<file path="src/rtl/core/ialu_pkg.sv">
package ialu_pkg;

    localparam int unsigned WORD_W    = 32;
    localparam int unsigned REG_IDX_W = 5;
    localparam int unsigned OP3_W     = 6;
    localparam int unsigned SIMM_W    = 13;
    localparam int unsigned IMM22_W   = 22;
    localparam int unsigned SHAMT_W   = 5;

    typedef logic [WORD_W-1:0]    word_t;
    typedef logic [REG_IDX_W-1:0] reg_idx_t;
    typedef logic [OP3_W-1:0]     op3_t;
    typedef logic [1:0]           op_t;

    // instruction format codes
    localparam op_t OP_SETHI = 2'd0;
    localparam op_t OP_ARITH = 2'd2;

    // format-3 operation codes
    localparam op3_t OP3_ADD  = 6'h00;
    localparam op3_t OP3_AND  = 6'h01;
    localparam op3_t OP3_OR   = 6'h02;
    localparam op3_t OP3_XOR  = 6'h03;
    localparam op3_t OP3_SUB  = 6'h04;
    localparam op3_t OP3_ANDN = 6'h05;
    localparam op3_t OP3_ORN  = 6'h06;
    localparam op3_t OP3_XNOR = 6'h07;
    localparam op3_t OP3_ADDX = 6'h08;
    localparam op3_t OP3_SUBX = 6'h0C;
    localparam op3_t OP3_SLL  = 6'h25;
    localparam op3_t OP3_SRL  = 6'h26;
    localparam op3_t OP3_SRA  = 6'h27;

    // operand-read side information captured with an accepted beat
    typedef struct packed {
        logic fwd;   // operand written by the instruction ahead, take bypass data
        logic live;  // register holds a written value (nonzero index, valid)
    } opnd_sel_t;

endpackage

</file>
<file path="src/rtl/core/ialu_ram.sv">
module ialu_ram #(
    parameter int unsigned WIDTH = 32,
    parameter int unsigned DEPTH = 32
) (
    input  logic                     aclk,
    input  logic                     wr_en,
    input  logic [$clog2(DEPTH)-1:0] wr_addr,
    input  logic [WIDTH-1:0]         wr_data,
    input  logic                     rd_en,
    input  logic [$clog2(DEPTH)-1:0] rd_addr,
    output logic [WIDTH-1:0]         rd_data
);

    logic [WIDTH-1:0] mem [DEPTH];
    logic [WIDTH-1:0] rd_data_reg;

    // read-first: a read at the written address returns the old word
    always_ff @(posedge aclk) begin
        if (wr_en) begin
            mem[wr_addr] <= wr_data;
        end
        if (rd_en) begin
            rd_data_reg <= mem[rd_addr];
        end
    end

    assign rd_data = rd_data_reg;

endmodule

</file>
<file path="src/rtl/core/integer_alu_instruction_execute_unit.sv">
// a result beat is offered from the output register after its instruction has passed stage 1 (execute)
// throughput: one instruction per cycle unless stalled, set by the single execute
//   stage and one register file write port; a dependent instruction may follow at once
// reset: aresetn (synchronous, active low) empties both stages and clears the
//   per-register valid bits, so every register reads as zero; no clearing pass
module integer_alu_instruction_execute_unit
    import ialu_pkg::*;
#(
    parameter int unsigned NUM_REGS = 32
) (
    input  logic        aclk,
    input  logic        aresetn,

    input  logic        s_valid,
    output logic        s_ready,
    input  logic [31:0] s_instruction,
    input  logic        s_carry_in,

    output logic        m_valid,
    input  logic        m_ready,
    output logic        m_write_enable,
    output logic [4:0]  m_dest_index,
    output logic [31:0] m_write_value,
    output logic        m_illegal
);

    localparam int unsigned IDX_W = $clog2(NUM_REGS);

    // ------------------------------------------------------------------
    // handshake and stage control
    // ------------------------------------------------------------------
    logic s_accept;
    logic s1_advance;
    logic s1_valid_reg, s1_valid_next;
    logic m_valid_reg, m_valid_next;

    // stage 1 (execute) frees up when the output register can take its result
    assign s1_advance = s1_valid_reg && (!m_valid_reg || m_ready);
    assign s_ready    = !s1_valid_reg || s1_advance;
    assign s_accept   = s_valid && s_ready;

    // ------------------------------------------------------------------
    // decode of the incoming beat (register file read addresses)
    // ------------------------------------------------------------------
    reg_idx_t in_rs1;
    reg_idx_t in_rs2;

    assign in_rs1 = s_instruction[18:14];
    assign in_rs2 = s_instruction[4:0];

    // ------------------------------------------------------------------
    // register file: two copies share the write port, one per read operand;
    // valid bits give the all-zero reset without touching the memory
    // ------------------------------------------------------------------
    logic                 rf_wr_en;
    logic [IDX_W-1:0]     rf_wr_addr;
    word_t                rf_wr_data;
    word_t                rf_rd_a;
    word_t                rf_rd_b;
    logic [NUM_REGS-1:0]  rf_valid_reg, rf_valid_next;

    ialu_ram #(
        .WIDTH (WORD_W),
        .DEPTH (NUM_REGS)
    ) u_rf_a (
        .aclk    (aclk),
        .wr_en   (rf_wr_en),
        .wr_addr (rf_wr_addr),
        .wr_data (rf_wr_data),
        .rd_en   (s_accept),
        .rd_addr (in_rs1[IDX_W-1:0]),
        .rd_data (rf_rd_a)
    );

    ialu_ram #(
        .WIDTH (WORD_W),
        .DEPTH (NUM_REGS)
    ) u_rf_b (
        .aclk    (aclk),
        .wr_en   (rf_wr_en),
        .wr_addr (rf_wr_addr),
        .wr_data (rf_wr_data),
        .rd_en   (s_accept),
        .rd_addr (in_rs2[IDX_W-1:0]),
        .rd_data (rf_rd_b)
    );

    always_comb begin
        rf_valid_next = rf_valid_reg;
        if (rf_wr_en) begin
            rf_valid_next[rf_wr_addr] = 1'b1;
        end
    end

    // ------------------------------------------------------------------
    // stage 1 registers
    // ------------------------------------------------------------------
    word_t      s1_instr_reg;
    logic       s1_carry_reg;
    opnd_sel_t  s1_sel_a_reg, s1_sel_a_next;
    opnd_sel_t  s1_sel_b_reg, s1_sel_b_next;
    word_t      s1_fwd_data_reg;

    // the write retiring in the accept cycle lands after the memory read,
    // so that one write is caught here and bypassed
    always_comb begin
        s1_sel_a_next.fwd  = rf_wr_en && (rf_wr_addr == in_rs1[IDX_W-1:0]);
        s1_sel_a_next.live = (in_rs1 != '0) && rf_valid_reg[in_rs1[IDX_W-1:0]];
        s1_sel_b_next.fwd  = rf_wr_en && (rf_wr_addr == in_rs2[IDX_W-1:0]);
        s1_sel_b_next.live = (in_rs2 != '0) && rf_valid_reg[in_rs2[IDX_W-1:0]];
    end

    always_comb begin
        if (s_accept) begin
            s1_valid_next = 1'b1;
        end else if (s1_advance) begin
            s1_valid_next = 1'b0;
        end else begin
            s1_valid_next = s1_valid_reg;
        end
    end

    // ------------------------------------------------------------------
    // execute
    // ------------------------------------------------------------------
    op_t      ex_op;
    reg_idx_t ex_rd;
    op3_t     ex_op3;
    logic     ex_ibit;
    word_t    ex_a;
    word_t    ex_b;
    word_t    ex_simm;
    logic [SHAMT_W-1:0] ex_sh;
    word_t    ex_cy;
    word_t    ex_value;
    logic     ex_ok;

    assign ex_op   = s1_instr_reg[31:30];
    assign ex_rd   = s1_instr_reg[29:25];
    assign ex_op3  = s1_instr_reg[24:19];
    assign ex_ibit = s1_instr_reg[13];
    assign ex_simm = {{(WORD_W-SIMM_W){s1_instr_reg[SIMM_W-1]}}, s1_instr_reg[SIMM_W-1:0]};
    assign ex_cy   = {{(WORD_W-1){1'b0}}, s1_carry_reg};

    // operand a: bypass first, then the stored word, else zero
    always_comb begin
        if (s1_sel_a_reg.fwd) begin
            ex_a = s1_fwd_data_reg;
        end else if (s1_sel_a_reg.live) begin
            ex_a = rf_rd_a;
        end else begin
            ex_a = '0;
        end
    end

    always_comb begin
        if (ex_ibit) begin
            ex_b = ex_simm;
        end else if (s1_sel_b_reg.fwd) begin
            ex_b = s1_fwd_data_reg;
        end else if (s1_sel_b_reg.live) begin
            ex_b = rf_rd_b;
        end else begin
            ex_b = '0;
        end
    end

    assign ex_sh = ex_b[SHAMT_W-1:0];

    always_comb begin
        ex_value = '0;
        ex_ok    = 1'b1;
        unique case (ex_op)
            OP_SETHI: begin
                ex_value = {s1_instr_reg[IMM22_W-1:0], {(WORD_W-IMM22_W){1'b0}}};
            end
            OP_ARITH: begin
                unique case (ex_op3)
                    OP3_ADD:  ex_value = ex_a + ex_b;
                    OP3_AND:  ex_value = ex_a & ex_b;
                    OP3_OR:   ex_value = ex_a | ex_b;
                    OP3_XOR:  ex_value = ex_a ^ ex_b;
                    OP3_SUB:  ex_value = ex_a - ex_b;
                    OP3_ANDN: ex_value = ex_a & ~ex_b;
                    OP3_ORN:  ex_value = ex_a | ~ex_b;
                    OP3_XNOR: ex_value = ~(ex_a ^ ex_b);
                    OP3_ADDX: ex_value = ex_a + ex_b + ex_cy;
                    OP3_SUBX: ex_value = ex_a - ex_b - ex_cy;
                    OP3_SLL:  ex_value = ex_a << ex_sh;
                    OP3_SRL:  ex_value = ex_a >> ex_sh;
                    OP3_SRA:  ex_value = word_t'($signed(ex_a) >>> ex_sh);
                    default:  ex_ok    = 1'b0;
                endcase
            end
            default: ex_ok = 1'b0;
        endcase
        if (!ex_ok) begin
            ex_value = '0;
        end
    end

    // retire: register 0 takes no write but still reports one
    assign rf_wr_en   = s1_advance && ex_ok && (ex_rd != '0);
    assign rf_wr_addr = ex_rd[IDX_W-1:0];
    assign rf_wr_data = ex_value;

    // ------------------------------------------------------------------
    // output register
    // ------------------------------------------------------------------
    logic     m_write_enable_reg;
    reg_idx_t m_dest_index_reg;
    word_t    m_write_value_reg;
    logic     m_illegal_reg;

    always_comb begin
        if (s1_advance) begin
            m_valid_next = 1'b1;
        end else if (m_ready) begin
            m_valid_next = 1'b0;
        end else begin
            m_valid_next = m_valid_reg;
        end
    end

    always_ff @(posedge aclk) begin
        if (!aresetn) begin
            s1_valid_reg <= 1'b0;
            m_valid_reg  <= 1'b0;
            rf_valid_reg <= '0;
        end else begin
            s1_valid_reg <= s1_valid_next;
            m_valid_reg  <= m_valid_next;
            rf_valid_reg <= rf_valid_next;
        end
    end

    // payload, no reset
    always_ff @(posedge aclk) begin
        if (s_accept) begin
            s1_instr_reg    <= s_instruction;
            s1_carry_reg    <= s_carry_in;
            s1_sel_a_reg    <= s1_sel_a_next;
            s1_sel_b_reg    <= s1_sel_b_next;
            s1_fwd_data_reg <= rf_wr_data;
        end
        if (s1_advance) begin
            m_write_enable_reg <= ex_ok;
            m_dest_index_reg   <= ex_rd;
            m_write_value_reg  <= ex_value;
            m_illegal_reg      <= !ex_ok;
        end
    end

    assign m_valid        = m_valid_reg;
    assign m_write_enable = m_write_enable_reg;
    assign m_dest_index   = m_dest_index_reg;
    assign m_write_value  = m_write_value_reg;
    assign m_illegal      = m_illegal_reg;

    // ------------------------------------------------------------------
    // assertions
    // ------------------------------------------------------------------

    // input back-pressure only comes from a full execute stage behind a stalled output
    a_ready_only_when_full: assert property (@(posedge aclk) disable iff (!aresetn)
        !s_ready |-> (s1_valid_reg && m_valid_reg && !m_ready))
        else $error("input stalled without a full pipeline");

    // an illegal result never reports a write and carries a zero value
    a_illegal_no_write: assert property (@(posedge aclk) disable iff (!aresetn)
        (m_valid_reg && m_illegal_reg) |-> (!m_write_enable_reg && (m_write_value_reg == '0)))
        else $error("illegal result reports a write");

    // every register file write shows up as a valid result beat in the next cycle
    a_write_matches_result: assert property (@(posedge aclk) disable iff (!aresetn)
        rf_wr_en |=> (m_valid_reg && m_write_enable_reg && (m_dest_index_reg != '0)))
        else $error("register write without matching result beat");

endmodule
</file>
<file path="config.mk">
export PLATFORM = sky130hd
export DESIGN_NAME = integer_alu_instruction_execute_unit
export DESIGN_NICKNAME = d
export VERILOG_FILES = /design/src/rtl/core/ialu_pkg.sv /design/src/rtl/core/ialu_ram.sv /design/src/rtl/core/integer_alu_instruction_execute_unit.sv
export SDC_FILE = /design/constraint.sdc
export NUM_CORES = 2
export LEC_CHECK = 0
export ABC_CLOCK_PERIOD_IN_PS = 10500
export BUFFER_PORTS_ARGS = -buffer_cell sky130_fd_sc_hd__buf_4
export CAP_MARGIN = 20
export CORE_UTILIZATION = 40
export CTS_CLUSTER_SIZE = 10
export DETAILED_ROUTE_END_ITERATION = 12
export GPL_TIMING_DRIVEN = 1
export PLACE_DENSITY = 0.55
export SYNTH_ARGS = -nofsm -noshare
export SYNTH_HDL_FRONTEND = slang
export SYNTH_SLANG_ARGS = --single-unit
</file>
<file path="constraint.sdc">
create_clock -name aclk -period 10.5 [get_ports aclk]
set_input_delay 1.575 -clock aclk [delete_from_list [all_inputs] [get_ports aclk]]
set_output_delay 1.575 -clock aclk [all_outputs]
set_load 0.01 [all_outputs]
</file>
# == Word level (Yosys, flattened, before mapping) ==
# Memories as Yosys holds them, arrays and structs flattened. A register that Yosys moved wholly into a read port is not among the register bits.
# Cells that the tools add are included.
# classes
n_addsub,4
n_lt_le_gt_ge,4
n_eq_ne,15
shifts,3
muxes,22
n_bitwise,8
n_reduce_logical,22
# op_table
cell,n
case mux 32 bit (13 select lines),1
two-way mux 32 bit,6
bitwise OR 32 bit,3
bitwise AND 32 bit,2
NOT 32 bit,2
case mux 32 bit (2 select lines),1
adder 32 x 1 -> 32 bit,1
adder 32 bit,1
<< shifter 32 x 5 -> 32 bit,1
>> shifter 32 x 5 -> 32 bit,1
>>> shifter 32 x 5 -> 32 bit,1
subtractor 32 x 1 -> 32 bit,1
subtractor 32 bit,1
bitwise XOR 32 bit,1
"equality test 6 x 3 -> 1 bit, second input constant",4
"equality test 6 bit, second input constant",3
"< comparator 5 x 6 -> 1 bit, second input constant",3
nonzero test 5 bit,3
OR reduction 13 bit,1
"equality test 6 x 2 -> 1 bit, second input constant",2
"equality test 6 x 4 -> 1 bit, second input constant",2
binary-select mux 1 bit (select 5 bit),2
equality test 5 bit,2
two-way mux 1 bit,10
other kinds (11),23
# word_totals
reg_bits,142
ram_bits,2048
input_bits,37
output_inout_bits,41
n_memories,2
# memory_table
name,depth,word_bits,rd,rd_ports_with_merged_regs,wr,line_no,source
u_rf_a.mem,32,32,1,1,1,ialu_ram.sv:14,logic [WIDTH-1:0] mem [DEPTH];
u_rf_b.mem,32,32,1,1,1,ialu_ram.sv:14,

# == Longest topological paths before layout ==
# depth
ltp_word,8
ltp_mapped,24
ltp_nobuf,18

# == By module ==
# From an unflattened synthesis, not the netlist that was laid out.
# hier_totals
hier_cells,6786
hier_area_um2,98991.2
# modules_own_cells
mod,n_inst,cells_per_inst,area_each_um2,seq_area_each_um2
ialu_ram,2,2260,40805.4,31710.4
integer_alu_instruction_execute_unit,1,2266,17380.4,3903.7

# == Worst setup path after synthesis ==
# No wires, ideal clock.
# synth_timing
path_kind,flip-flop to flip-flop
startpoint,reg s1_sel_b_reg[1] (netlist bit)
endpoint,"reg m_write_value_reg[31] (netlist: m_write_value[31]), data pin"
setup_time_ps,483
arrival_time_ps,6631
required_ps,10017
setup_slack_ps,3386
stages_incl_launch_ff,25
path_cell_list,edfxtp_1 > clkbuf_1 > nor2b_1 > clkbuf_1 > a22oi_1 > o21a_1 > buf_1 > buf_1 > clkbuf_1 > clkbuf_1 > ha_1 > clkbuf_1 > nand2b_1 > o311a_1 > o211a_1 > a211oi_1 > and3_1 > and4_1 > clkbuf_1 > and3_1 > clkbuf_1 > nand2_1 > nor4b_1 > xor2_1 > o31ai_1
# synth_via
elab_chain_cells,7
elab_cells_between_ends,19
classes_between,4 x add/sub; 3 x shift; 5 x mux; 7 x bitwise
# synth_rtl
element,line_no,source
start: declaration,integer_alu_instruction_execute_unit.sv:101,"opnd_sel_t s1_sel_b_reg, s1_sel_b_next;"
start signal: assignment,integer_alu_instruction_execute_unit.sv:243,s1_sel_b_reg <= s1_sel_b_next;
two-way mux 32 bit (*),integer_alu_instruction_execute_unit.sv:159,end else if (s1_sel_b_reg.fwd) begin
two-way mux 32 bit (*),integer_alu_instruction_execute_unit.sv:157,if (ex_ibit) begin
subtractor 32 bit (tied with other cells),"integer_alu_instruction_execute_unit.sv:183, integer_alu_instruction_execute_unit.sv:188",
subtractor 32 x 1 -> 32 bit (tied with other cells),integer_alu_instruction_execute_unit.sv:188,OP3_SUBX: ex_value = ex_a - ex_b - ex_cy;
case mux 32 bit (13 select lines) (*),integer_alu_instruction_execute_unit.sv:178,unique case (ex_op3)
case mux 32 bit (2 select lines) (*),integer_alu_instruction_execute_unit.sv:173,unique case (ex_op)
two-way mux 32 bit (*),integer_alu_instruction_execute_unit.sv:197,if (!ex_ok) begin
via ex_value[31],integer_alu_instruction_execute_unit.sv:135,word_t ex_value;
end signal: assignment,integer_alu_instruction_execute_unit.sv:249,m_write_value_reg <= ex_value;
end: declaration,integer_alu_instruction_execute_unit.sv:212,word_t m_write_value_reg;
# Mark *: on every way through the listed nets, which the timed path passes. The rest lies on a longest branch.
# A chain may end at the register's enable or synchronous reset.

# == Worst setup path in the final report ==
# layout_timing
startpoint,reg s1_sel_b_reg[1] (netlist bit)
endpoint,"mem u_rf_b.mem[15][26], data pin"
# layout_via
elab_chain_cells,7
elab_cells_between_ends,19
classes_between,4 x add/sub; 3 x shift; 5 x mux; 7 x bitwise
# layout_rtl
element,line_no
two-way mux 32 bit (*),integer_alu_instruction_execute_unit.sv:159
two-way mux 32 bit (*),integer_alu_instruction_execute_unit.sv:157
subtractor 32 bit (tied with other cells),"integer_alu_instruction_execute_unit.sv:183, integer_alu_instruction_execute_unit.sv:188"
subtractor 32 x 1 -> 32 bit (tied with other cells),integer_alu_instruction_execute_unit.sv:188
case mux 32 bit (13 select lines) (*),integer_alu_instruction_execute_unit.sv:178
case mux 32 bit (2 select lines) (*),integer_alu_instruction_execute_unit.sv:173
two-way mux 32 bit (*),integer_alu_instruction_execute_unit.sv:197
via ex_value[26],integer_alu_instruction_execute_unit.sv:135
end: declaration,ialu_ram.sv:14
# Marked as above.

==> results.py <==
metrics = {
    "timing": {
        "timing.final.crit_period_ns": 7.74,
        "setup_repair_after_global_routing_missed_its_margin": "no",
        "finalSetupViolations": 0,
        "min_period_over_period_pct": 73.7,
        "fmaxAchievable_mhz": 129,
        "holdWs_ns": 0.482,
        "timing.clock.skew_ns": 0.0444,
        "finalHoldViolCount": 0,
        "tightestPinTransition_ns": 1.22,
        "timing_max_transition_violations_final": 0,
        "fin_tns_setup_ns": 0,
        "normalized_max_slew_margin_pct": 18.9,
    },
    "worst_setup_path": {
        "worstSetupEndpoint": "u_rf_b.mem[15][26]",
        "r2r-start": "s1_sel_b_reg[1]",
        "worst-endpoint-required_ns": 10.79,
        "rr_worst_depth": 17,
        "crit_end_category": "flop",
        "start_kind": "flop",
        "regToRegSetupSlack_ns": 2.76,
        "r2r-end": "u_rf_b.mem[15][26]",
        "cp_max_fo": 37,
        "critPathKind": "flop to flop",
        "cp-startpoint": "s1_sel_b_reg[1]",
        "cp.arrival_ns": 8.03,
    },
    "yosys": {
        "yosysMostFrequentCell": "sky130_fd_sc_hd__edfxtp_1",
        "synth_top_cell_area_share_pct": 54.4,
        "post_synth_num_cell_types": 95,
        "yosys_warnings": 0,
        "postSynthAreaPerCell_um2": 15.4,
        "yosysSeqAreaShare_pct": 55.4,
        "netlist_instances": 4291,
        "ys_dominant_reg_cell": "sky130_fd_sc_hd__edfxtp_1",
        "synth.top_cells.by_area": "sky130_fd_sc_hd__edfxtp_1 (54%), sky130_fd_sc_hd__mux4_2 (22%), sky130_fd_sc_hd__o21ai_0 (1.5%), sky130_fd_sc_hd__nor2_1 (1.4%), sky130_fd_sc_hd__xnor2_1 (1.4%)",
        "share_of_flip_flops_with_an_asynchronous_set_or_reset_after_synthesis_pct": 0,
        "synth_commonest_cells": "sky130_fd_sc_hd__edfxtp_1 (1196), sky130_fd_sc_hd__mux4_2 (658), sky130_fd_sc_hd__nor2_1 (249), sky130_fd_sc_hd__clkbuf_1 (237), sky130_fd_sc_hd__nand2_1 (231)",
        "synth_edf_count": 1196,
        "synth_top_area_cell": "sky130_fd_sc_hd__edfxtp_1",
        "netlist_area_um2": 66000,
        "yosys_register_bits": 1229,
    },
    "cells_and_area": {
        "net_count_of_the_finished_layout": 4468,
        "largest_register_ffs": 992,
        "registers.top_by_ff_count": "u_rf_b.mem",
        "layout_stage_area_growth_over_the_synthesis_result_pct": 12.1,
        "final_layout_size_suffix_gt1_share_pct": 27.7,
        "utilization_pct": 45.3,
    },
    "clocking": {
        "cts.repair.resized": 0,
        "clockBufferDepth": 3,
        "cts_sinks": 1229,
        "ctsHoldBuffers": 0,
        "ctsRootBufferMaster": "sky130_fd_sc_hd__clkbuf_16",
        "clk_pin_slew_ns": 0.05,
        "cts_tree": "done",
        "cts_max_level": 4,
        "cts_buffers": 145,
        "cts.repair_timing.setup_buffer_count": 0,
        "clk_latency_ns": 0.81,
    },
    "detailed_routing": {
        "detail_route.drc_violations": 0,
        "vias": 43363,
        "vias_per_cell": 6.58,
        "dr.first_iter.drc_count": 5793,
        "drt_pre_antenna_iters": 7,
        "postRouteWirelength_um": 238000,
        "drt_antenna_net_count": 0,
        "wl_per_cell_um": 36.1,
    },
    "global_routing": {
        "first_pass_grt_wire_length_um": 332000,
        "antenna_found_initial": 7,
        "globalRouteOverflowTotal": 0,
        "grt_start_max_net_pins": 112,
        "grt.total_usage_pct": 28.3,
        "number_of_global_route_vias_before_repair": 42515,
    },
    "floorplan": {
        "row_count": 148,
        "placeableCoreArea_um2": 163000,
        "design.portCount": 78,
        "floorplan.initialDensity_pct": 40.4,
        "die_width_um": 408,
        "vertical_die_dimension_um": 408,
        "design.die.area_um2": 167000,
    },
    "hold_path": {
        "hold_path_class": "flop to flop",
        "timing.hold.worst_path_depth": 1,
    },
    "placed_design": {
        "number_of_buffers_added_on_ports": 77,
        "placed_wire_length_estimate_um": 152000,
        "gp_congestion": 1.02,
    },
    "power_and_ir_drop": {
        "cellLeakagePower_nw": 24.1,
        "vdd_drop_max_uv": 162,
        "power_density_nw_per_um2": 158,
    },
    "flow_run": {
        "cap_violations": 0,
    },
    "status": {
        "run_status": "finished clean",
    },
}
==> through the flow <==
stage / instances / total power, W / worst slack (ns) / instance area (um2)
6_report: 6589 / 0.0117 / 2.76 / 74000
5_1_grt: 6588 / 0.0121 / 2.29 / 74000
4_1_cts: 6584 / 0.0118 / 2.86 / 73900
3_5_place_dp: 6386 / 0.00722 / 2.94 / 69800
3_3_place_gp: 6385 / 0.00723 / 2.99 / 69800
2_1_floorplan: 4322 / 0.00667 / 3.39 / 66100
==> worst max-delay path, stage by stage (launching register included) <==
cell and delay (ns):
sky130_fd_sc_hd__edfxtp_1 0.35, sky130_fd_sc_hd__buf_4 0.28, sky130_fd_sc_hd__nor2b_4 0.84, sky130_fd_sc_hd__a22oi_1 0.15, sky130_fd_sc_hd__o21a_1 0.23, sky130_fd_sc_hd__buf_4 0.25, sky130_fd_sc_hd__ha_1 0.62, sky130_fd_sc_hd__nor2_1 0.12
sky130_fd_sc_hd__a221oi_1 0.98, sky130_fd_sc_hd__a211o_1 0.28, sky130_fd_sc_hd__a2111oi_0 0.10, sky130_fd_sc_hd__nor3_1 0.63, sky130_fd_sc_hd__nand3b_1 0.25, sky130_fd_sc_hd__nor3_1 0.76, sky130_fd_sc_hd__a31oi_1 0.16, sky130_fd_sc_hd__o21ai_0 0.34
sky130_fd_sc_hd__a31o_2 0.20, sky130_fd_sc_hd__nand2_1 0.60
==> where the power goes <==
part | switching (W) | internal, W
sequential | 0.0000475 | 0.00543
clock | 0.00201 | 0.00255
combinational | 0.00107 | 0.000613
total | 0.00313 | 0.00860
==> cells by family after synthesis <==
group,share of synthesized area (%)
AOI/OAI and AO/OA,8.20
xor gates and xnor gates,1.91
adders and majority gates,1.33
buffers and inverters,2.44
DFF,55.4
muxes,25.0
other,0.00568
and+or+nand+nor,5.71
==> layout by cell type (no fill, tap or decap), types with 13 or more instances in the layout <==
cell type                   instances
sky130_fd_sc_hd__a211oi_1          39
sky130_fd_sc_hd__a21oi_1          175
sky130_fd_sc_hd__a221oi_1          47
sky130_fd_sc_hd__a22o_1            13
sky130_fd_sc_hd__a22oi_1           51
sky130_fd_sc_hd__a31oi_1           20
sky130_fd_sc_hd__and2_1            24
sky130_fd_sc_hd__and3_1            16
sky130_fd_sc_hd__buf_4            202
sky130_fd_sc_hd__clkbuf_1          29
sky130_fd_sc_hd__clkbuf_16        145
sky130_fd_sc_hd__conb_1            32
sky130_fd_sc_hd__dfxtp_1           33
sky130_fd_sc_hd__edfxtp_1        1196
sky130_fd_sc_hd__ha_1              67
sky130_fd_sc_hd__inv_1             88
sky130_fd_sc_hd__mux2_2            77
sky130_fd_sc_hd__mux2i_1           83
sky130_fd_sc_hd__mux4_2           658
sky130_fd_sc_hd__nand2_1          230
sky130_fd_sc_hd__nand2b_1          18
sky130_fd_sc_hd__nand3_1           50
sky130_fd_sc_hd__nand4_1           21
sky130_fd_sc_hd__nor2_1           219
sky130_fd_sc_hd__nor2_4            28
sky130_fd_sc_hd__nor2b_1           23
sky130_fd_sc_hd__nor3_1            44
sky130_fd_sc_hd__nor4_1            27
sky130_fd_sc_hd__o211ai_1          49
sky130_fd_sc_hd__o21a_1            42
sky130_fd_sc_hd__o21ai_0          188
sky130_fd_sc_hd__o221ai_1          19
sky130_fd_sc_hd__o22ai_1           22
sky130_fd_sc_hd__o31ai_1           16
sky130_fd_sc_hd__or2_2             13
sky130_fd_sc_hd__or3_1             19
sky130_fd_sc_hd__xnor2_1          104
sky130_fd_sc_hd__xor2_1            40
==> metal layers <==
layer / wire, um / global-route usage [%] / part of all wire (%)
met5: 27 / 0 / 0.011
met1: 98200 / 39.5 / 41
met2: 111000 / 44.2 / 47
met4: 10200 / 10.9 / 4.3
met3: 18500 / 4.80 / 7.8
==> layout make-up <==
type	instances	area (um2)
clock buffers	174	3740
repair buffers	217	1780
fillers	14265	89300
diodes	1	2.50
multi-input cells	2672	28400
flip-flops and latches	1229	36600
inverters	97	367
well taps	2175	2720
clock inverters	24	402
==> how the worst min path moves through the flow <==
stage                                 from               end  slack (ns)
after floorplan           s1_instr_reg[26]   m_dest_index[1]        0.42
after global placement    rf_valid_reg[18]  rf_valid_reg[18]        0.46
after detailed placement  rf_valid_reg[22]  rf_valid_reg[22]        0.47
after CTS                 rf_valid_reg[22]  rf_valid_reg[22]        0.48
after global routing      rf_valid_reg[22]  rf_valid_reg[22]        0.50
final                     rf_valid_reg[22]  rf_valid_reg[22]        0.48
(Power assumes the default switching activity.)
